===== src/rtl/mbe_pkg.sv =====
// ----------------------------------------------------------------------------
// mbe_pkg: shared constants for the Mandelbrot escape-time counter
// Field widths, reset value of the iteration limit and parameter defaults.
// ----------------------------------------------------------------------------
package mbe_pkg;

    localparam int ITER_W        = 20;        // max_iterations and result fields
    localparam int C_W           = 32;        // c_real / c_imag
    localparam int COUNT_W_DEF   = 20;
    localparam int FRAC_BITS_DEF = 28;

    localparam logic [ITER_W-1:0] MAX_ITER_RST = ITER_W'(1000000);

endpackage


===== src/rtl/mandelbrot_escape_time.sv =====
// ----------------------------------------------------------------------------
// mandelbrot_escape_time: escape-time counter with per-frame min/max
// Iterates z = z*z + c from z = 0 on one shared multiplier and reports the
// iteration count plus the running minimum and maximum count of the frame.
// ----------------------------------------------------------------------------
//
//  channel   dir  transaction moves                      tdata / tuser bits
//  s_axis    in   one point c                            [31:0] c_real, [63:32] c_imag
//                                                        tuser: new_frame
//  m_axis    out  one result per point                   [19:0] escape_count,
//                                                        [39:20] min_count,
//                                                        [59:40] max_count
//  cfg       in   max_iterations write                   cfg_data[19:0]
//
//  Each iteration tests for escape, forms three products on the shared
//  multiplier (ax*ax, ay*ay, ax*ay) and then does one z update.
//  s_axis_tready is high only between points; a finished result waits in the
//  output register and the next point is accepted meanwhile.
//  A stalled m_axis holds the next result in the final step until the output
//  register frees. Reset (aresetn low, synchronous) sets max_iterations to
//  1000000, the frame minimum to all ones and the frame maximum to zero.
//
module mandelbrot_escape_time
    import mbe_pkg::*;
#(
    parameter int COUNT_WIDTH = COUNT_W_DEF,
    parameter int FRAC_BITS   = FRAC_BITS_DEF
) (
    input  logic              aclk,
    input  logic              aresetn,

    input  logic              s_axis_tvalid,
    output logic              s_axis_tready,
    input  logic [63:0]       s_axis_tdata,   // [31:0] c_real, [63:32] c_imag
    input  logic              s_axis_tuser,   // [0] new_frame

    output logic              m_axis_tvalid,
    input  logic              m_axis_tready,
    output logic [63:0]       m_axis_tdata,   // [19:0] escape_count, [39:20] min_count,
                                              // [59:40] max_count, [63:60] zero

    input  logic              cfg_valid,
    output logic              cfg_ready,
    input  logic [ITER_W-1:0] cfg_data        // [19:0] max_iterations
);

    // z width: |z| stays below 2^(FRAC_BITS+2) + 2^31
    localparam int ZB = (FRAC_BITS + 2 > C_W - 1) ? FRAC_BITS + 2 : C_W - 1;
    localparam int ZW = ZB + 2;
    localparam int MW = FRAC_BITS + 2;     // multiplier operand, |z| <= 2^(F+1)
    localparam int PW = 2 * MW;            // product
    localparam int XW = FRAC_BITS + 3;     // truncated square
    localparam int SW = FRAC_BITS + 4;     // sum of squares

    localparam logic [ZW-1:0] LIM  = ZW'(2) << FRAC_BITS;
    localparam logic [SW-1:0] LIM2 = SW'(4) << FRAC_BITS;

    localparam logic [2:0] S_IDLE = 3'd0;
    localparam logic [2:0] S_TEST = 3'd1;
    localparam logic [2:0] S_MYY  = 3'd2;
    localparam logic [2:0] S_MXY  = 3'd3;
    localparam logic [2:0] S_UPD  = 3'd4;
    localparam logic [2:0] S_FIN  = 3'd5;

    logic [2:0]               state_reg, state_next;
    logic [ITER_W-1:0]        max_iter_reg;
    logic signed [C_W-1:0]    cr_reg, ci_reg;
    logic signed [ZW-1:0]     x_reg, x_next, y_reg, y_next;
    logic [ITER_W-1:0]        n_reg, n_next;
    logic [PW-1:0]            p_reg;
    logic [XW-1:0]            xx_reg, xx_next, yy_reg, yy_next;
    logic [COUNT_WIDTH-1:0]   fmin_reg, fmin_next, fmax_reg, fmax_next;
    logic                     m_valid_reg, m_valid_next;
    logic [ITER_W-1:0]        o_cnt_reg, o_min_reg, o_max_reg;

    logic [ZW-1:0]            ax, ay, xy;
    logic [MW-1:0]            mul_a, mul_b;
    logic [XW-1:0]            yy_c;
    logic [COUNT_WIDTH-1:0]   step;
    logic                     s_acc, out_load, stop_mag;

    assign s_axis_tready = (state_reg == S_IDLE);
    assign cfg_ready     = 1'b1;
    assign s_acc         = s_axis_tvalid && s_axis_tready;

    assign ax       = x_reg[ZW-1] ? ZW'(-x_reg) : ZW'(x_reg);
    assign ay       = y_reg[ZW-1] ? ZW'(-y_reg) : ZW'(y_reg);
    assign stop_mag = (ax > LIM) || (ay > LIM);

    // shared multiplier: ax*ax, then ay*ay, then ax*ay
    assign mul_a = (state_reg == S_MYY) ? MW'(ay) : MW'(ax);
    assign mul_b = (state_reg == S_TEST) ? MW'(ax) : MW'(ay);

    assign yy_c = XW'(p_reg >> FRAC_BITS);
    assign xy   = ZW'(p_reg >> (FRAC_BITS - 1));   // floor(2*ax*ay / 2^F)
    assign step = COUNT_WIDTH'(n_reg);

    assign out_load = (state_reg == S_FIN) && (!m_valid_reg || m_axis_tready);

    always_comb begin
        state_next   = state_reg;
        x_next       = x_reg;
        y_next       = y_reg;
        n_next       = n_reg;
        xx_next      = xx_reg;
        yy_next      = yy_reg;
        fmin_next    = fmin_reg;
        fmax_next    = fmax_reg;
        m_valid_next = m_valid_reg && !m_axis_tready;
        case (state_reg)
            S_IDLE: begin
                if (s_acc) begin
                    x_next     = '0;
                    y_next     = '0;
                    n_next     = '0;
                    state_next = S_TEST;
                    if (s_axis_tuser) begin
                        fmin_next = '1;
                        fmax_next = '0;
                    end
                end
            end
            S_TEST: begin
                if (n_reg >= max_iter_reg || stop_mag) begin
                    state_next = S_FIN;
                end else begin
                    state_next = S_MYY;
                end
            end
            S_MYY: begin
                xx_next    = XW'(p_reg >> FRAC_BITS);
                state_next = S_MXY;
            end
            S_MXY: begin
                if (SW'(xx_reg) + SW'(yy_c) > LIM2) begin
                    state_next = S_FIN;
                end else begin
                    yy_next    = yy_c;
                    state_next = S_UPD;
                end
            end
            S_UPD: begin
                x_next = ZW'(xx_reg) - ZW'(yy_reg) + ZW'(cr_reg);
                y_next = ((x_reg[ZW-1] ^ y_reg[ZW-1]) ? -xy : xy) + ZW'(ci_reg);
                n_next = n_reg + ITER_W'(1);
                state_next = S_TEST;
            end
            S_FIN: begin
                // hold the result until the output register frees
                if (out_load) begin
                    if (step < fmin_reg) fmin_next = step;
                    if (step > fmax_reg) fmax_next = step;
                    m_valid_next = 1'b1;
                    state_next   = S_IDLE;
                end
            end
            default: begin
                state_next = S_IDLE;
            end
        endcase
    end

    always_ff @(posedge aclk) begin
        if (!aresetn) begin
            state_reg    <= S_IDLE;
            max_iter_reg <= MAX_ITER_RST;
            x_reg        <= '0;
            y_reg        <= '0;
            n_reg        <= '0;
            fmin_reg     <= '1;
            fmax_reg     <= '0;
            m_valid_reg  <= 1'b0;
        end else begin
            state_reg   <= state_next;
            x_reg       <= x_next;
            y_reg       <= y_next;
            n_reg       <= n_next;
            fmin_reg    <= fmin_next;
            fmax_reg    <= fmax_next;
            m_valid_reg <= m_valid_next;
            if (cfg_valid && cfg_ready) begin
                max_iter_reg <= cfg_data;
            end
        end
    end

    always_ff @(posedge aclk) begin
        p_reg  <= PW'(mul_a) * PW'(mul_b);
        xx_reg <= xx_next;
        yy_reg <= yy_next;
        if (s_acc) begin
            cr_reg <= s_axis_tdata[31:0];
            ci_reg <= s_axis_tdata[63:32];
        end
        if (out_load) begin
            o_cnt_reg <= ITER_W'(step);
            o_min_reg <= ITER_W'(fmin_next);
            o_max_reg <= ITER_W'(fmax_next);
        end
    end

    assign m_axis_tvalid = m_valid_reg;
    assign m_axis_tdata  = {4'b0, o_max_reg, o_min_reg, o_cnt_reg};

    // ------------------------------------------------------------------------
    // assertions
    // ------------------------------------------------------------------------
    a_start: assert property (@(posedge aclk) disable iff (!aresetn)
        s_acc |=> (state_reg == S_TEST) && (n_reg == '0) && (x_reg == '0) && (y_reg == '0))
        else $error("point did not start from z = 0");

    a_order: assert property (@(posedge aclk) disable iff (!aresetn)
        m_axis_tvalid |-> (o_min_reg <= o_cnt_reg) && (o_cnt_reg <= o_max_reg))
        else $error("result count outside frame min/max");

    a_src: assert property (@(posedge aclk) disable iff (!aresetn)
        $rose(m_axis_tvalid) |-> $past(state_reg) == S_FIN)
        else $error("result raised outside final step");

    a_busy: assert property (@(posedge aclk) disable iff (!aresetn)
        (state_reg == S_UPD) |=> !s_axis_tready && (state_reg == S_TEST))
        else $error("update step did not return to escape test");

endmodule

===== config.mk =====
export PLATFORM = sky130hd
export DESIGN_NAME = mandelbrot_escape_time
export DESIGN_NICKNAME = d
export VERILOG_FILES = /design/src/rtl/mbe_pkg.sv /design/src/rtl/mandelbrot_escape_time.sv
export SDC_FILE = /design/constraint.sdc
export NUM_CORES = 2
export LEC_CHECK = 0
export BUFFER_PORTS_ARGS = -buffer_cell sky130_fd_sc_hd__buf_2
export CORE_MARGIN = 2
export CORE_UTILIZATION = 50
export DETAILED_ROUTE_END_ITERATION = 8
export GPL_TIMING_DRIVEN = 0
export PLACE_DENSITY = 0.67
export SYNTH_ARGS = -nofsm -noshare
export SYNTH_HDL_FRONTEND = slang
export SYNTH_SLANG_ARGS = --single-unit

===== constraint.sdc =====
create_clock -name aclk -period 9.38 [get_ports aclk]
set_input_delay 0.938 -clock aclk [delete_from_list [all_inputs] [get_ports aclk]]
set_output_delay 0.938 -clock aclk [all_outputs]
set_load 0.02 [all_outputs]

## Yosys cells after proc, flatten, opt, wreduce, memory -nomap -nowiden

Cells that the tools add are included.

| storage, ports and cells | value |
|---|---|
| memory bits (read-only) | 0 |
| memories kept | 0 |
| bits in registers | 396 |
| latch bits | 0 |
| memory bits (writable) | 0 |
| logic and storage cells | 80 |

| operators by class | value |
|---|---|
| muxes and demuxes | 27 |
| reductions and logical operators | 13 |
| bitwise logic cells | 2 |
| multipliers | 1 |
| eq/ne operators | 7 |
| divide/modulo/power cells | 0 |
| add/subtract/negate cells | 8 |
| order comparisons | 6 |
| shift-type cells | 0 |

Operator list:

| kind | count |
|---|---|
| $mux W20 | 9 |
| $mux W33 | 4 |
| $pmux W33 S2 | 2 |
| $pmux W20 S2 | 3 |
| $neg A33 Y33 | 3 |
| $gt A33 B30 Y1 const B | 2 |
| $mul A30 B30 Y60 | 1 |
| $mux W30 | 2 |
| $add A32 B32 Y33 | 1 |
| $add A33 B33 Y33 | 1 |
| $add A31 B31 Y32 | 1 |
| $gt A32 B31 Y1 const B | 1 |
| $sub A31 B31 Y32 | 1 |
| $add A20 B1 Y20 const B | 1 |
| $ge A20 B20 Y1 | 1 |
| $gt A20 B20 Y1 | 1 |
| $lt A20 B20 Y1 | 1 |
| $pmux W3 S6 | 1 |
| $mux W3 | 3 |
| $eq A3 B2 Y1 const B | 2 |
| $eq A3 B3 Y1 const B | 2 |
| $reduce_and A2 Y1 | 3 |
| $eq A3 B1 Y1 const B | 1 |
| $logic_and A1 B1 Y1 | 3 |
| other kinds (9) | 14 |

## Longest topological paths before layout

| depth | value |
|---|---|
| word-level depth | 7 |
| depth in mapped cells | 38 |

## Worst setup path after synthesis

No wires, ideal clock.

| path | value |
|---|---|
| path kind | reg-to-reg |
| start point | reg state_reg[2] |
| end point | reg p_reg[59] |
| cell stages (with the launch flop) | 34 |
| arrival | 9.420 ns |
| path buffers | 4 |
| data required time | 9.259 ns |
| period minus slack after synthesis | 9.540 ns |
| path slack | -0.160 ns |
| library setup time | 0.121 ns |
| cell sequence | dfxtp_1 -> clkbuf_1 -> or3b_2 -> buf_2 -> clkinv_1 -> clkbuf_1 -> nand2_1 -> nand2_1 -> clkbuf_1 -> nor2_1 -> fa_1 -> fa_1 -> fa_1 -> inv_1 -> fa_1 -> inv_1 -> fa_1 -> fa_1 -> fa_1 -> inv_1 -> fa_1 -> inv_1 -> ha_1 -> and3_1 -> a2111oi_0 -> nor4_1 -> nand3_1 -> o221ai_2 -> o2bb2ai_1 -> a31oi_1 -> o31a_1 -> o221ai_1 -> a21oi_1 -> xnor2_1 |

| between the ends | value |
|---|---|
| word-level cells in the longest chain between the ends | 3 |
| elaborated cells between the ends (all ways) | 5 |
| classes of those cells | 1 x mul; 2 x eq/ne; 2 x mux |

Ends and longest elaborated chain:

| what | RTL line | source |
|---|---|---|
| start: declaration | mandelbrot_escape_time.sv:65 | `logic [2:0] state_reg, state_next;` |
| start signal: assignment | mandelbrot_escape_time.sv:174 | `state_reg <= state_next;` |
| $eq A3 B2 Y1 or $eq A3 B1 Y1 (tied branches) | mandelbrot_escape_time.sv:91, mandelbrot_escape_time.sv:92 |  |
| $mux W30 (on tied branches) | mandelbrot_escape_time.sv:91, mandelbrot_escape_time.sv:92 |  |
| $mul A30 B30 Y60 * | mandelbrot_escape_time.sv:188 | `p_reg <= PW'(mul_a) * PW'(mul_b);` |
| end signal: assignment | mandelbrot_escape_time.sv:188 |  |
| end: declaration | mandelbrot_escape_time.sv:70 | `logic [PW-1:0] p_reg;` |

Mark *: on every way between the ends. The rest lies on a longest branch, timed or not.
A chain may end at the register's enable or synchronous reset.

## Final worst setup path

| path | value |
|---|---|
| start point | reg x_reg[5] |
| end point | reg p_reg[58] |

| between the ends | value |
|---|---|
| word-level cells in the longest chain between the ends | 4 |
| elaborated cells between the ends (all ways) | 5 |
| classes of those cells | 1 x add/sub; 1 x mul; 3 x mux |

Ends and longest elaborated chain:

| what | RTL line | source |
|---|---|---|
| start: declaration | mandelbrot_escape_time.sv:68 | `logic signed [ZW-1:0] x_reg, x_next, y_reg, y_next;` |
| start signal: assignment | mandelbrot_escape_time.sv:175 | `x_reg <= x_next;` |
| $neg A33 Y33 | mandelbrot_escape_time.sv:86 | `assign ax = x_reg[ZW-1] ? ZW'(-x_reg) : ZW'(x_reg);` |
| $mux W33 * | mandelbrot_escape_time.sv:86 |  |
| $mux W30 (on tied branches) | mandelbrot_escape_time.sv:91, mandelbrot_escape_time.sv:92 |  |
| $mul A30 B30 Y60 * | mandelbrot_escape_time.sv:188 |  |

Marks and branches as above.

==> results.py <==
metrics = {
    "job": {
        "max_cap_viol_count": 0,
    },
    "worst_setup_path": {
        "crit_path_max_incr_delay_ns": 0.57,
        "required_ns": 9.83,
        "crit_arrival_ns": 10.32,
        "startpoint_type": "flip-flop",
        "critPathCaptureType": "flip-flop",
        "critPathSlowestCell": "fa_1",
        "crit_top_cell": "fa_1",
        "path_class": "reg -> reg",
        "crit_path_max_fanout": 10,
    },
    "floorplanning": {
        "die_x_um": 322,
        "placementRows": 116,
        "core-area_um2": 100000,
        "floorplan.io_pins": 157,
        "initial_core_util_pct": 50.4,
        "fp.dieH_um": 322,
        "die_area_um2": 103000,
    },
    "cells_and_area": {
        "drive_above_1_share_pct": 14.0,
        "finish.instance_area_um2": 57900,
        "nets": 7312,
        "area_growth_pct": 14.8,
    },
    "yosys": {
        "synth_common_cells": "952 x inv_1, 783 x fa_1, 773 x nand2_1, 648 x nor2_1, 434 x ha_1",
        "synth_area_um2": 50400,
        "synth_ff_type": "edfxtp_1",
        "yosysTopAreaCell": "fa_1",
        "synth.most_common_cell": "inv_1",
        "netlist_instances": 5671,
        "yosysWarningCount": 0,
        "synth.avg_cell_area_um2": 8.89,
        "yosys_register_bits": 369,
        "netlist_top_cells_area": "fa_1 31%, edfxtp_1 11%, ha_1 11%, dfxtp_1 7.3%, inv_1 7.1%",
        "synth_cell_types": 92,
        "yosysSeqAreaShare_pct": 18.3,
        "yosysTopAreaCellShare_pct": 31.1,
        "synth-edff-count": 186,
        "async_reset_ff_share_pct": 0,
    },
    "detailed_routing": {
        "top_layer": "met5",
        "viasPerCell": 5.79,
        "routed_wl_mm": 171,
        "wl_met3_mm": 16.3,
        "drc": 0,
        "ant_nets": 0,
        "dr.pass1.iters": 6,
        "wl_met1_mm": 69.1,
        "drtIter0Drc": 4133,
        "met2WireLength_mm": 74.8,
        "vias": 42484,
        "drt-wirelength-per-cell_um": 23.4,
    },
    "global_route": {
        "first_global_vias": 42215,
        "antenna_found_initial": 7,
        "overflow": 0,
        "gr-usage-all-layers_pct": 33.3,
        "grt_pass1_wl_mm": 257,
        "grt_max_degree": 65,
    },
    "sta": {
        "fin_crit_ns": 9.87,
        "slew_viol_final": 0,
        "tightest_slew_ns": 1.29,
        "timing.fmax_mhz": 101,
        "setup_slack_ns": -0.490,
        "setup_viol": 23,
        "slew_headroom_pct": 13.2,
        "whs_ns": 0.459,
        "hold_viol": 0,
        "skew_ns": 0.0227,
        "fin_crit_sh_pct": 105,
        "rsz0062_at_grt": "yes",
        "finalSetupTns_ns": -6.26,
    },
    "clock_tree": {
        "cts_tree": "yes",
        "ctsHoldBuffers": 0,
        "cts_buffers": 35,
        "clkSlewWorstSetupHoldPaths_ns": 0.07,
        "cts.sinks": 369,
        "cts-root-buf": "clkbuf_16",
        "clk_path_buf_depth": 3,
        "h-tree-depth": 2,
        "clk_latency_ns": 0.57,
    },
    "placement": {
        "dpl_cell_area_um2": 53000,
        "hpwl_mm": 136,
        "portBuffers": 150,
        "gp_congestion": 1.04,
    },
    "pwr": {
        "p_total_uw": 14600,
        "p_per_area_nw_per_um2": 253,
        "power_leakage_uw": 0.0278,
        "peakVddDrop_v": 0.000337,
    },
    "outcome": {
        "run_status": "finished, violations left",
        "failed_checks": "negative setup slack",
    },
    "worst_hold_path": {
        "min_path_type": "reg -> reg",
    },
}
[area by class of cell]
type / instances / area, µm²
Fill cell: 8876 / 42100
Antenna cell: 7 / 17.5
Sequential cell: 369 / 9280
Clock inverter: 20 / 185
Inverter: 954 / 3580
Multi-Input combinational cell: 4109 / 38400
Timing Repair Buffer: 315 / 2150
Tap cell: 1298 / 1620
Clock buffer: 43 / 978
Buffer: 221 / 1680
[through the flow]
| step | utilization [%] | cells | worst slack [ns] |
|---|---|---|---|
| finish | 57.9 | 7336 | -0.490 |
| global route | 57.9 | 7333 | -0.744 |
| CTS | 57.0 | 7284 | -0.452 |
| detailed placement | 53.0 | 7129 | -3.38 |
| global placement | 52.8 | 7122 | -3.56 |
| floorplan | - | 5674 | 0.0618 |
[placed cells by master (no fill, tap or decap), types with 70 or more instances in the layout]
cell type	synthesis	routed
fa_1	783	763
edfxtp_1	186	186
buf_2	11	166
o21ai_0	159	133
nand3_1	92	90
a21o_1	78	78
xnor2_1	117	101
clkbuf_1	212	79
inv_1	952	933
ha_1	434	427
a21oi_1	208	199
nand2_1	773	736
xor2_1	89	70
buf_4	5	158
nor2_1	648	639
dfxtp_1	183	165
[final timing paths]
| check | startpoint | end | cells after the start | slack (ns) |
|---|---|---|---|---|
| worst max-delay path | x_reg[5] | p_reg[58] | 37 | -0.49 |
| worst min-delay path | fmax_reg[13] | fmax_reg[13] | 2 | 0.46 |
| worst max register to register | x_reg[5] | p_reg[58] | 37 | -0.49 |
| worst min register to register | fmax_reg[13] | fmax_reg[13] | 2 | 0.46 |
[per-layer routing]
layer  global-route usage [%]  vias up
met5                        0        -
met4                     17.2        8
met3                     6.46      522
met2                     51.2     2133
met1                     44.9    21021
li1                         -    18800
[where the power goes]
part           switching (µW)  leakage [µW]  internal, µW
clock                     664      0.000567           808
combinational            7070        0.0240          3920
sequential                221       0.00325          1960
total                    7960        0.0278          6690
[cell families after synthesis]
group                      Yosys count  share of synthesized area (%)
DFF                                369                           18.3
other                                2                         0.0149
xor gates and xnor gates           206                           3.58
AOI/OAI and AO/OA                  769                           9.85
muxes                              101                           2.07
and+or+nand+nor                   1811                           15.3
buffers and inverters             1196                           8.98
adders and majority gates         1217                           41.8
[critical path: cells and delay by family, from the launching register on]
family,cells,cell delay (ns)
AO/OA/AOI/OAI,10,2.31
AND/OR/NAND/NOR,5,1.18
adder cells (fa/ha/maj),9,4.37
XOR/XNOR,2,0.23
flip-flops,1,0.35
buffers and inverters,11,1.27
[timing repair]
item	4_1_cts	5_1_grt
setup buffers	109	48
endpoints found under the setup margin	33	32
gates cloned	0	1
pin swaps	110	100
gates resized for setup	538	187
Note: power is estimated with default switching activity, not from simulation.
